<file path="config.mk">
export PLATFORM = sky130hd
export DESIGN_NAME = touch_point_gesture_tracker
export DESIGN_NICKNAME = d
export VERILOG_FILES = /design/src/rtl/tpgt_pkg.sv /design/src/rtl/tpgt_datapath.sv /design/src/rtl/tpgt_ctrl.sv /design/src/rtl/touch_point_gesture_tracker.sv
export SDC_FILE = /design/constraint.sdc
export NUM_CORES = 2
export LEC_CHECK = 0
export BUFFER_PORTS_ARGS = -buffer_cell sky130_fd_sc_hd__buf_2
export CAP_MARGIN = 20
export CORE_MARGIN = 2
export CORE_UTILIZATION = 34
export CTS_CLUSTER_SIZE = 16
export DETAILED_ROUTE_END_ITERATION = 6
export PLACE_DENSITY_LB_ADDON = 0.08
export RECOVER_POWER = 50
export REMOVE_ABC_BUFFERS = 1
export SETUP_SLACK_MARGIN = 0.1
export SLEW_MARGIN = 20
export SYNTH_ARGS = -nofsm -noshare
export SYNTH_HDL_FRONTEND = slang
export SYNTH_SLANG_ARGS = --single-unit
</file>
<file path="constraint.sdc">
create_clock -name i_clk -period 8 [get_ports i_clk]
set_input_delay 0.8 -clock i_clk [delete_from_list [all_inputs] [get_ports i_clk]]
set_output_delay 0.8 -clock i_clk [all_outputs]
set_load 0.005 [all_outputs]
</file>
<file path="src/rtl/tpgt_pkg.sv">
// Shared types, state codes and arithmetic constants of the touch point gesture tracker.
`default_nettype none

package tpgt_pkg;

    localparam int COORD_W = 12;
    localparam int IDX_W   = 2;
    localparam int STATE_W = 3;
    localparam int TIME_W  = 16;
    localparam int VEL_W   = 16;
    localparam int THR_W   = 12;
    localparam int MAX_POINTS = 4;

    localparam int SQ_W      = 2 * COORD_W + 1;
    localparam int TV_W      = 22;
    localparam int VEL_SHIFT = 4;

    localparam logic [THR_W-1:0]          THR_RESET    = THR_W'(20);
    localparam logic [TIME_W-1:0]         ELAPSED_STEP = TIME_W'(10);
    localparam logic signed [TV_W-1:0]    VEL_GAIN     = TV_W'(15);
    localparam logic signed [TV_W-1:0]    STEP_GAIN    = TV_W'(100);
    localparam logic signed [TV_W-1:0]    VEL_MAX      = TV_W'(32767);
    localparam logic signed [TV_W-1:0]    VEL_MIN      = -TV_W'(32768);

    localparam logic [STATE_W-1:0] ST_NONE   = 3'd0;
    localparam logic [STATE_W-1:0] ST_DOWN   = 3'd1;
    localparam logic [STATE_W-1:0] ST_HOLD   = 3'd2;
    localparam logic [STATE_W-1:0] ST_MSTART = 3'd3;
    localparam logic [STATE_W-1:0] ST_MOVE   = 3'd4;
    localparam logic [STATE_W-1:0] ST_UP     = 3'd5;
    localparam logic [STATE_W-1:0] ST_MULTI  = 3'd6;

    typedef struct packed {
        logic [IDX_W-1:0]   point_index;
        logic               touch_present;
        logic [COORD_W-1:0] sample_x;
        logic [COORD_W-1:0] sample_y;
        logic               end_of_tick;
    } t_in_beat;

    typedef struct packed {
        logic [IDX_W-1:0]        out_index;
        logic [STATE_W-1:0]      gesture_state;
        logic [COORD_W-1:0]      pos_x;
        logic [COORD_W-1:0]      pos_y;
        logic [TIME_W-1:0]       held_ms;
        logic signed [VEL_W-1:0] speed_x;
        logic signed [VEL_W-1:0] speed_y;
        logic                    last_record;
    } t_out_beat;

    typedef struct packed {
        logic accept;
        logic load;
        logic sq_a;
        logic sq_b;
        logic sum;
        logic update;
        logic emit;
    } t_dp_cmd;

    typedef struct packed {
        logic point_live;
        logic out_free;
    } t_dp_status;

    function automatic logic signed [VEL_W-1:0] sat_vel(input logic signed [TV_W-1:0] t);
        logic signed [TV_W-1:0] q;
        q = t >>> VEL_SHIFT;
        if (q > VEL_MAX) begin
            sat_vel = VEL_MAX[VEL_W-1:0];
        end else if (q < VEL_MIN) begin
            sat_vel = VEL_MIN[VEL_W-1:0];
        end else begin
            sat_vel = q[VEL_W-1:0];
        end
    endfunction

endpackage

`default_nettype wire

</file>
<file path="src/rtl/tpgt_datapath.sv">
// Datapath: per-point state, sample latches, distance and velocity arithmetic, output register.
`default_nettype none

module tpgt_datapath #(
    parameter int NPTS = 4,
    parameter int CW   = 12,
    parameter int IW   = 2
) (
    input  wire logic                          i_clk,
    input  wire logic                          i_rst_n,
    input  wire tpgt_pkg::t_dp_cmd             i_cmd,
    input  wire logic [IW-1:0]                 i_ptr,
    input  wire tpgt_pkg::t_in_beat            i_in_data,
    input  wire logic                          i_cfg_we,
    input  wire logic [tpgt_pkg::THR_W-1:0]    i_cfg_data,
    input  wire logic                          i_out_stall,
    output tpgt_pkg::t_dp_status               o_status,
    output logic                               o_out_valid,
    output tpgt_pkg::t_out_beat                o_out_data
);

    localparam logic [tpgt_pkg::IDX_W:0] NPTS_L = (tpgt_pkg::IDX_W + 1)'(NPTS);

    logic [tpgt_pkg::STATE_W-1:0]      r_pstate  [NPTS];
    logic [CW-1:0]                     r_track_x [NPTS];
    logic [CW-1:0]                     r_track_y [NPTS];
    logic [CW-1:0]                     r_anc_x   [NPTS];
    logic [CW-1:0]                     r_anc_y   [NPTS];
    logic [tpgt_pkg::TIME_W-1:0]       r_elapsed [NPTS];
    logic signed [tpgt_pkg::VEL_W-1:0] r_vel_x   [NPTS];
    logic signed [tpgt_pkg::VEL_W-1:0] r_vel_y   [NPTS];
    logic                              r_lat_p   [NPTS];
    logic [CW-1:0]                     r_lat_x   [NPTS];
    logic [CW-1:0]                     r_lat_y   [NPTS];

    logic [tpgt_pkg::THR_W-1:0]        r_thr;
    logic signed [CW:0]                r_dx, r_dy, r_vdx, r_vdy;
    logic [2*CW-1:0]                   r_sq_a, r_sq_b;
    logic signed [tpgt_pkg::TV_W-1:0]  r_tv_x, r_tv_y;
    logic [tpgt_pkg::SQ_W-1:0]         r_d2;
    logic [2*tpgt_pkg::THR_W-1:0]      r_th2;
    logic                              r_any, r_multi;
    logic [IW-1:0]                     r_last;
    logic                              r_out_valid;
    tpgt_pkg::t_out_beat               r_out;

    logic                              n_out_valid;
    logic [tpgt_pkg::STATE_W-1:0]      n_state;
    logic [CW-1:0]                     n_track_x, n_track_y, n_anc_x, n_anc_y;
    logic [tpgt_pkg::TIME_W-1:0]       n_elapsed;
    logic signed [tpgt_pkg::VEL_W-1:0] n_vel_x, n_vel_y;

    logic                              idx_ok;
    logic [IW-1:0]                     in_idx;
    logic [tpgt_pkg::STATE_W-1:0]      cur_state;
    logic                              cur_p;
    logic signed [2*CW+1:0]            sq_full_a, sq_full_b;
    logic signed [tpgt_pkg::TV_W-1:0]  tv_x, tv_y;
    logic                              beyond;
    logic [tpgt_pkg::STATE_W-1:0]      rep_state;
    tpgt_pkg::t_out_beat               emit_beat;

    assign idx_ok    = {1'b0, i_in_data.point_index} < NPTS_L;
    assign in_idx    = i_in_data.point_index[IW-1:0];
    assign cur_state = r_pstate[i_ptr];
    assign cur_p     = r_lat_p[i_ptr];

    assign sq_full_a = r_dx * r_dx;
    assign sq_full_b = r_dy * r_dy;
    assign tv_x = tpgt_pkg::TV_W'(r_vel_x[i_ptr]) * tpgt_pkg::VEL_GAIN
                + tpgt_pkg::TV_W'(r_vdx) * tpgt_pkg::STEP_GAIN;
    assign tv_y = tpgt_pkg::TV_W'(r_vel_y[i_ptr]) * tpgt_pkg::VEL_GAIN
                + tpgt_pkg::TV_W'(r_vdy) * tpgt_pkg::STEP_GAIN;
    assign beyond = r_d2 > tpgt_pkg::SQ_W'(r_th2);

    always_comb begin
        n_state   = cur_state;
        n_track_x = r_track_x[i_ptr];
        n_track_y = r_track_y[i_ptr];
        n_anc_x   = r_anc_x[i_ptr];
        n_anc_y   = r_anc_y[i_ptr];
        n_elapsed = r_elapsed[i_ptr];
        n_vel_x   = r_vel_x[i_ptr];
        n_vel_y   = r_vel_y[i_ptr];
        unique case (cur_state)
            tpgt_pkg::ST_NONE: begin
                if (cur_p) begin
                    n_state   = tpgt_pkg::ST_DOWN;
                    n_track_x = r_lat_x[i_ptr];
                    n_track_y = r_lat_y[i_ptr];
                    n_elapsed = '0;
                    n_vel_x   = '0;
                    n_vel_y   = '0;
                end
            end
            tpgt_pkg::ST_DOWN: begin
                if (cur_p) begin
                    n_state = tpgt_pkg::ST_HOLD;
                    n_anc_x = r_lat_x[i_ptr];
                    n_anc_y = r_lat_y[i_ptr];
                end else begin
                    n_state = tpgt_pkg::ST_NONE;
                end
            end
            tpgt_pkg::ST_UP: begin
                n_state = cur_p ? tpgt_pkg::ST_HOLD : tpgt_pkg::ST_NONE;
            end
            tpgt_pkg::ST_MSTART: begin
                if (cur_p) begin
                    n_state   = tpgt_pkg::ST_MOVE;
                    n_elapsed = r_elapsed[i_ptr] + tpgt_pkg::ELAPSED_STEP;
                end else begin
                    n_state = tpgt_pkg::ST_UP;
                end
            end
            tpgt_pkg::ST_MOVE: begin
                if (cur_p) begin
                    n_vel_x   = tpgt_pkg::sat_vel(r_tv_x);
                    n_vel_y   = tpgt_pkg::sat_vel(r_tv_y);
                    n_track_x = r_lat_x[i_ptr];
                    n_track_y = r_lat_y[i_ptr];
                    n_elapsed = r_elapsed[i_ptr] + tpgt_pkg::ELAPSED_STEP;
                end else begin
                    n_state = tpgt_pkg::ST_UP;
                end
            end
            tpgt_pkg::ST_HOLD: begin
                n_track_y = r_lat_y[i_ptr];
                if (cur_p) begin
                    n_track_x = r_lat_x[i_ptr];
                    n_elapsed = r_elapsed[i_ptr] + tpgt_pkg::ELAPSED_STEP;
                    if (beyond) begin
                        n_state = tpgt_pkg::ST_MSTART;
                    end
                end else begin
                    n_state = tpgt_pkg::ST_UP;
                end
            end
            default: begin
                n_state = tpgt_pkg::ST_NONE;
            end
        endcase
    end

    always_comb begin
        rep_state = cur_state;
        if (r_multi && (cur_state == tpgt_pkg::ST_HOLD || cur_state == tpgt_pkg::ST_MOVE)) begin
            rep_state = tpgt_pkg::ST_MULTI;
        end
        emit_beat.out_index     = tpgt_pkg::IDX_W'(i_ptr);
        emit_beat.gesture_state = rep_state;
        emit_beat.pos_x         = tpgt_pkg::COORD_W'(r_track_x[i_ptr]);
        emit_beat.pos_y         = tpgt_pkg::COORD_W'(r_track_y[i_ptr]);
        emit_beat.held_ms       = r_elapsed[i_ptr];
        emit_beat.speed_x       = r_vel_x[i_ptr];
        emit_beat.speed_y       = r_vel_y[i_ptr];
        emit_beat.last_record   = (i_ptr == r_last);
    end

    assign n_out_valid = i_cmd.emit ? 1'b1 : (i_out_stall ? r_out_valid : 1'b0);

    always_ff @(posedge i_clk) begin
        if (!i_rst_n) begin
            for (int i = 0; i < NPTS; i++) begin
                r_pstate[i]  <= tpgt_pkg::ST_NONE;
                r_track_x[i] <= '0;
                r_track_y[i] <= '0;
                r_anc_x[i]   <= '0;
                r_anc_y[i]   <= '0;
                r_elapsed[i] <= '0;
                r_vel_x[i]   <= '0;
                r_vel_y[i]   <= '0;
                r_lat_p[i]   <= 1'b0;
                r_lat_x[i]   <= '0;
                r_lat_y[i]   <= '0;
            end
            r_thr       <= tpgt_pkg::THR_RESET;
            r_any       <= 1'b0;
            r_multi     <= 1'b0;
            r_last      <= '0;
            r_out_valid <= 1'b0;
        end else begin
            r_out_valid <= n_out_valid;
            if (i_cfg_we) begin
                r_thr <= i_cfg_data;
            end
            if (i_cmd.accept) begin
                r_any   <= 1'b0;
                r_multi <= 1'b0;
                if (idx_ok) begin
                    r_lat_p[in_idx] <= i_in_data.touch_present;
                    r_lat_x[in_idx] <= i_in_data.sample_x[CW-1:0];
                    r_lat_y[in_idx] <= i_in_data.sample_y[CW-1:0];
                end
            end
            if (i_cmd.update) begin
                r_pstate[i_ptr]  <= n_state;
                r_track_x[i_ptr] <= n_track_x;
                r_track_y[i_ptr] <= n_track_y;
                r_anc_x[i_ptr]   <= n_anc_x;
                r_anc_y[i_ptr]   <= n_anc_y;
                r_elapsed[i_ptr] <= n_elapsed;
                r_vel_x[i_ptr]   <= n_vel_x;
                r_vel_y[i_ptr]   <= n_vel_y;
                r_lat_p[i_ptr]   <= 1'b0;
                if (n_state != tpgt_pkg::ST_NONE) begin
                    r_any  <= 1'b1;
                    r_last <= i_ptr;
                    if (r_any) begin
                        r_multi <= 1'b1;
                    end
                end
            end
        end
    end

    always_ff @(posedge i_clk) begin
        if (i_cmd.load) begin
            r_dx  <= $signed({1'b0, r_lat_x[i_ptr]}) - $signed({1'b0, r_anc_x[i_ptr]});
            r_dy  <= $signed({1'b0, r_lat_y[i_ptr]}) - $signed({1'b0, r_anc_y[i_ptr]});
            r_vdx <= $signed({1'b0, r_lat_x[i_ptr]}) - $signed({1'b0, r_track_x[i_ptr]});
            r_vdy <= $signed({1'b0, r_lat_y[i_ptr]}) - $signed({1'b0, r_track_y[i_ptr]});
        end
        if (i_cmd.sq_a) begin
            r_sq_a <= sq_full_a[2*CW-1:0];
            r_tv_x <= tv_x;
        end
        if (i_cmd.sq_b) begin
            r_sq_b <= sq_full_b[2*CW-1:0];
            r_tv_y <= tv_y;
        end
        if (i_cmd.sum) begin
            r_d2  <= tpgt_pkg::SQ_W'(r_sq_a) + tpgt_pkg::SQ_W'(r_sq_b);
            r_th2 <= r_thr * r_thr;
        end
        if (i_cmd.emit) begin
            r_out <= emit_beat;
        end
    end

    assign o_status.point_live = (cur_state != tpgt_pkg::ST_NONE);
    assign o_status.out_free   = !r_out_valid || !i_out_stall;
    assign o_out_valid         = r_out_valid;
    assign o_out_data          = r_out;

    a_emit_needs_room: assert property (@(posedge i_clk) disable iff (!i_rst_n)
        i_cmd.emit |-> o_status.out_free)
        else $error("record emitted into a full output register");

    a_multi_implies_any: assert property (@(posedge i_clk) disable iff (!i_rst_n)
        r_multi |-> r_any)
        else $error("multi flag set without an active point");

    a_update_clears_latch: assert property (@(posedge i_clk) disable iff (!i_rst_n)
        i_cmd.update |=> !r_lat_p[$past(i_ptr)])
        else $error("present latch survived the point update");

endmodule

`default_nettype wire

</file>
<file path="src/rtl/tpgt_ctrl.sv">
// Controller: accepts samples, walks every point through the advance pass, then the record pass.
`default_nettype none

module tpgt_ctrl #(
    parameter int NPTS = 4,
    parameter int IW   = 2
) (
    input  wire logic                  i_clk,
    input  wire logic                  i_rst_n,
    input  wire logic                  i_in_valid,
    input  wire logic                  i_in_eot,
    input  wire tpgt_pkg::t_dp_status  i_status,
    output logic                       o_in_stall,
    output tpgt_pkg::t_dp_cmd          o_cmd,
    output logic [IW-1:0]              o_ptr
);

    localparam logic [2:0] S_IDLE = 3'd0;
    localparam logic [2:0] S_LOAD = 3'd1;
    localparam logic [2:0] S_SQA  = 3'd2;
    localparam logic [2:0] S_SQB  = 3'd3;
    localparam logic [2:0] S_SUM  = 3'd4;
    localparam logic [2:0] S_UPD  = 3'd5;
    localparam logic [2:0] S_EMIT = 3'd6;

    localparam logic [IW-1:0] LAST = IW'(NPTS - 1);

    logic [2:0]    r_state, n_state;
    logic [IW-1:0] r_ptr, n_ptr;
    logic          accept;
    logic          at_last;

    assign accept  = i_in_valid && (r_state == S_IDLE);
    assign at_last = (r_ptr == LAST);

    always_comb begin
        n_state = r_state;
        n_ptr   = r_ptr;
        o_cmd   = '0;
        o_cmd.accept = accept;
        unique case (r_state)
            S_IDLE: begin
                if (accept && i_in_eot) begin
                    n_state = S_LOAD;
                    n_ptr   = '0;
                end
            end
            S_LOAD: begin
                o_cmd.load = 1'b1;
                n_state    = S_SQA;
            end
            S_SQA: begin
                o_cmd.sq_a = 1'b1;
                n_state    = S_SQB;
            end
            S_SQB: begin
                o_cmd.sq_b = 1'b1;
                n_state    = S_SUM;
            end
            S_SUM: begin
                o_cmd.sum = 1'b1;
                n_state   = S_UPD;
            end
            S_UPD: begin
                o_cmd.update = 1'b1;
                if (at_last) begin
                    n_state = S_EMIT;
                    n_ptr   = '0;
                end else begin
                    n_state = S_LOAD;
                    n_ptr   = r_ptr + IW'(1);
                end
            end
            S_EMIT: begin
                if (!i_status.point_live || i_status.out_free) begin
                    o_cmd.emit = i_status.point_live;
                    if (at_last) begin
                        n_state = S_IDLE;
                        n_ptr   = '0;
                    end else begin
                        n_ptr = r_ptr + IW'(1);
                    end
                end
            end
            default: begin
                n_state = S_IDLE;
                n_ptr   = '0;
            end
        endcase
    end

    always_ff @(posedge i_clk) begin
        if (!i_rst_n) begin
            r_state <= S_IDLE;
            r_ptr   <= '0;
        end else begin
            r_state <= n_state;
            r_ptr   <= n_ptr;
        end
    end

    assign o_in_stall = (r_state != S_IDLE);
    assign o_ptr      = r_ptr;

    a_tick_starts_pass: assert property (@(posedge i_clk) disable iff (!i_rst_n)
        (accept && i_in_eot) |=> (r_state == S_LOAD && r_ptr == '0))
        else $error("end of tick did not start the advance pass at point zero");

    a_update_steps_point: assert property (@(posedge i_clk) disable iff (!i_rst_n)
        (r_state == S_UPD && !at_last) |=> (r_state == S_LOAD && r_ptr == $past(r_ptr) + IW'(1)))
        else $error("advance pass skipped or repeated a point");

    a_ptr_in_range: assert property (@(posedge i_clk) disable iff (!i_rst_n)
        r_ptr <= LAST)
        else $error("point pointer beyond the last point");

endmodule

`default_nettype wire

</file>
<file path="src/rtl/touch_point_gesture_tracker.sv">
// Top level of the touch point gesture tracker.
// Input channel (i_in_valid / o_in_stall / i_in_data): one beat per touch point sample,
// in index order, end_of_tick set on the last sample of each 10 ms tick.
// Output channel (o_out_valid / i_out_stall / o_out_data): one record beat per active
// point after a tick, in index order, last_record set on the final one.
// Configuration: i_cfg_we writes i_cfg_data into the move distance threshold (reset 20).
// Samples without end_of_tick are accepted back to back while the controller is idle.
// A sample with end_of_tick starts an advance pass that takes each point through load,
// x square, y square, sum and update, followed by a record pass over every point in
// index order that waits at a live point while a stalled beat fills the output register.
// o_in_stall stays high through both passes. A receiver stall holds the output beat
// and halts the record pass at a live point, and a new sample is taken while the last
// record still waits.
// Reset is synchronous: every point returns to none with zeroed position, time and
// velocity, sample latches clear, the threshold goes back to 20 and no beat is valid.
`default_nettype none

module touch_point_gesture_tracker #(
    parameter int POINT_COUNT = 4,
    parameter int COORD_BITS  = 12
) (
    input  wire logic                        i_clk,
    input  wire logic                        i_rst_n,
    input  wire logic                        i_in_valid,
    output logic                             o_in_stall,
    input  wire tpgt_pkg::t_in_beat          i_in_data,
    output logic                             o_out_valid,
    input  wire logic                        i_out_stall,
    output tpgt_pkg::t_out_beat              o_out_data,
    input  wire logic                        i_cfg_we,
    input  wire logic [tpgt_pkg::THR_W-1:0]  i_cfg_data
);

    localparam int NPTS = (POINT_COUNT < tpgt_pkg::MAX_POINTS) ? POINT_COUNT
                                                               : tpgt_pkg::MAX_POINTS;
    localparam int CW   = (COORD_BITS < tpgt_pkg::COORD_W) ? COORD_BITS : tpgt_pkg::COORD_W;
    localparam int IW   = (NPTS > 1) ? $clog2(NPTS) : 1;

    tpgt_pkg::t_dp_cmd    cmd;
    tpgt_pkg::t_dp_status status;
    logic [IW-1:0]        ptr;

    tpgt_ctrl #(
        .NPTS (NPTS),
        .IW   (IW)
    ) u_ctrl (
        .i_clk      (i_clk),
        .i_rst_n    (i_rst_n),
        .i_in_valid (i_in_valid),
        .i_in_eot   (i_in_data.end_of_tick),
        .i_status   (status),
        .o_in_stall (o_in_stall),
        .o_cmd      (cmd),
        .o_ptr      (ptr)
    );

    tpgt_datapath #(
        .NPTS (NPTS),
        .CW   (CW),
        .IW   (IW)
    ) u_datapath (
        .i_clk       (i_clk),
        .i_rst_n     (i_rst_n),
        .i_cmd       (cmd),
        .i_ptr       (ptr),
        .i_in_data   (i_in_data),
        .i_cfg_we    (i_cfg_we),
        .i_cfg_data  (i_cfg_data),
        .i_out_stall (i_out_stall),
        .o_status    (status),
        .o_out_valid (o_out_valid),
        .o_out_data  (o_out_data)
    );

endmodule

`default_nettype wire
</file>
==> metrics.md <==
| Metric | Value |
|---|---|
| Flops & latches, synth | 780 |
| DRC | 0 |
| Status | finished with violations |
| Dpl cell area | 59590 µm² |
| Final ANT Viol Nets | 0 |
| Syn Inst Count | 4937 |
| Largest net degree at the start of global routing | 88 |
| Via count | 34685 |
| Total core area | 164800 µm² |
| Post-CTS Hold Fix Bufs | 0 |
| Final Max Slew Viols | 502 |
| Vias in the first global route | 37571 |
| Setup WS post-layout | 0.9894 ns |
| Syn avg cell area | 11.42 µm² |
| M1 GR Usage | 24.18% |
| Initial Util | 34.20% |
| Grt peak-use layer | met2 |
| Fmax | 142.6 MHz |
| Worst Setup End Kind | register |
| Max Cap Viol | 14 |
| Clock Skew | 0.08642 ns |
| Fin area | 62730 µm² |
| Least-Margin Pin Slew | 3.225 ns |
| Unique masters post-synth | 79 |
| CP required | 8.30 ns |
| DRT iter0 DRCs | 1848 |
| # IOs | 125 |
| Vias/cell | 4.738 |
| Final Cycle Share | 87.63% |
| GR Overflow Total | 0 |
| Final #Nets | 5996 |
| Max FO, Critical Path | 35 |
| Min-Delay Path Class | input port to register |
| Port bufs | 124 |
| Seq/Total Area, Yosys | 41.08% |
| DR pass1 iterations | 5 |
| Period minus WS final | 7.011 ns |
| Ys async rst share | 0% |
| RSZ-0062 raised after global routing | false |
| WL/cell | 19.90 µm |
| Die width | 411.2 µm |
| Site Rows | 149 |
| Area grow syn2layout | 11.29% |
| Hold Violations, Final | 0 |
| CTS tree | built |
| Place WS | 1.345 ns |
| GRT Total Usage | 17.65% |
| Critical path type | input port to register |
| First-pass GRT wire length | 227300 µm |
| Clk_lat worst skew | 0.78 ns |
| Post-synth EDFFs | 753 |
| Clk sinks | 780 |
| Met3 Track Usage GR | 2.313% |
| Die height | 411.2 µm |
| Clk buf depth | 3 |
| Failing checks | max-capacitance violations, max-slew violations |
| Yosys warns | 0 |
| Root Buffer | clkbuf_16 |
| Routability cong. | 0.7829 |
| H-tree levels | 3 |
| # setup viols final | 0 |
| Routing usage on met2 | 29.75% |
| # diodes | 0 |
| DP HPWL | 103800 µm |
| Layout cells sized above 1 | 8.671% |
| CTS clk-pin slew, worst paths | 0.06 ns |
| CTS resizes | 0 |
| Worst setup SP type | input port |
| TritonCTS Buffers | 98 |
| Cell area after synthesis | 56360 µm² |
| Slew headroom | -115.0% |
| Post CTS Setup Buffer Count | 0 |
| Total Routed Length | 145700 µm |
| Crit path DAT | 7.31 ns |
| Initial antenna violation count | 11 |
| Primary FF master, synth | edfxtp_1 |
| Total die area | 169000 µm² |
==> synthesized netlist by cell type (all sizes together), types with 26 or more instances <==
| cell | count | area, µm² |
|---|---|---|
| edfxtp | 753 | 22610 |
| xor2 | 58 | 508.0 |
| nor2b | 69 | 431.7 |
| o211ai | 26 | 195.2 |
| mux2i | 38 | 380.4 |
| inv | 862 | 3236 |
| buf | 40 | 219.0 |
| fa | 426 | 8528 |
| o21a | 33 | 247.7 |
| nand2 | 306 | 1149 |
| and2 | 236 | 1480 |
| xnor2 | 172 | 1506 |
| nand2b | 38 | 237.7 |
| a21boi | 29 | 217.7 |
| dfxtp | 27 | 540.5 |
| ha | 474 | 5931 |
| clkbuf | 116 | 435.4 |
| nand3 | 29 | 145.1 |
| nor3 | 54 | 270.3 |
| a21o | 58 | 436.7 |
| nor2 | 494 | 1857 |
| a21oi | 141 | 713.2 |
| o21ai | 136 | 688.2 |
| mux4 | 123 | 2770 |
==> final cells by class <==
type	instances	area, µm²
inverters	862	3236
flip-flops and latches	780	23160
multi-input cells	3139	29380
fillers	16273	102100
repair buffers	170	868.3
clock buffers	122	2542
well taps	2189	2739
clock inverters	59	799.5
==> flip-flops by register name, indices dropped and copies added, names as in the netlist, 18 cells and up, named ones only <==
signal	cells
u_datapath.r_tv_x	18
u_datapath.r_track_x	48
u_datapath.r_sq_b	23
u_datapath.r_anc_y	48
u_datapath.r_d2	25
u_datapath.r_anc_x	48
u_datapath.r_elapsed	64
u_datapath.o_out_data	78
u_datapath.r_vel_x	64
u_datapath.r_vel_y	64
u_datapath.r_lat_x	48
u_datapath.r_track_y	48
u_datapath.r_sq_a	23
u_datapath.r_tv_y	18
u_datapath.r_lat_y	48
u_datapath.r_th2	23
==> logic make-up after synthesis <==
logic type,share of synthesized area [%]
compound gates,5.938
buf+inv,6.902
other cells,0.006653
flops,41.08
xor+xnor,3.614
mux,5.949
fa+ha+maj,25.65
simple gates,10.86
==> routing by layer <==
metal	wire length, µm	up-vias
met2	69900	473
li1	-	16720
met3	4808	159
met1	67940	17327
met5	41	-
met4	3009	6
==> metrics by stage <==
step / instances / setup TNS, ns / utilization [%] / hold WS, ns
after global routing: 7321 / 0 / 38.06 / 0.2906
after detailed placement: 7139 / 0 / 36.16 / 0.4620
after CTS: 7320 / 0 / 38.18 / 0.2488
final: 7321 / 0 / 38.06 / 0.3100
after global placement: 7139 / 0 / 36.16 / 0.4567
after floorplan: 4781 / -319.75 / - / 0.4379
==> worst paths after layout <==
path	from	end	slack [ns]	cells after the start
setup / recovery	i_rst_n	u_datapath.r_track_x[2][3]	0.99	7
hold / removal	i_cfg_data[2]	u_datapath.r_thr[2]	0.31	3
setup reg to reg	u_ctrl.r_state[0]	u_datapath.r_track_x[2][3]	1.02	7
hold reg to reg	u_datapath.r_lat_p[0]	u_datapath.r_lat_p[0]	0.47	2
==> layout by cell type (no fill, tap or decap), drive strengths merged, types with 34 or more instances in the layout <==
master and instances:
clkbuf 185, inv 867, edfxtp 753, nor2 494
nor3 54, mux4 123, ha 474, a21o 58
xnor2 172, a21oi 141, and2 236, nand2b 38
nor2b 69, clkinv 34, mux2i 38, o21ai 136
fa 426, buf 107, nand2 306, xor2 58
==> worst max-delay path, stage by stage <==
cell      delay, ns
clkbuf_1       0.59
nand3_1        0.57
clkbuf_2       0.67
nor2_1         0.28
nand2_1        0.51
nand2_1        1.79
clkbuf_1       2.01
Power is left out: the tool's default activity adds up to more than one toggle a clock period on the data nets, which glitch-free logic cannot reach.
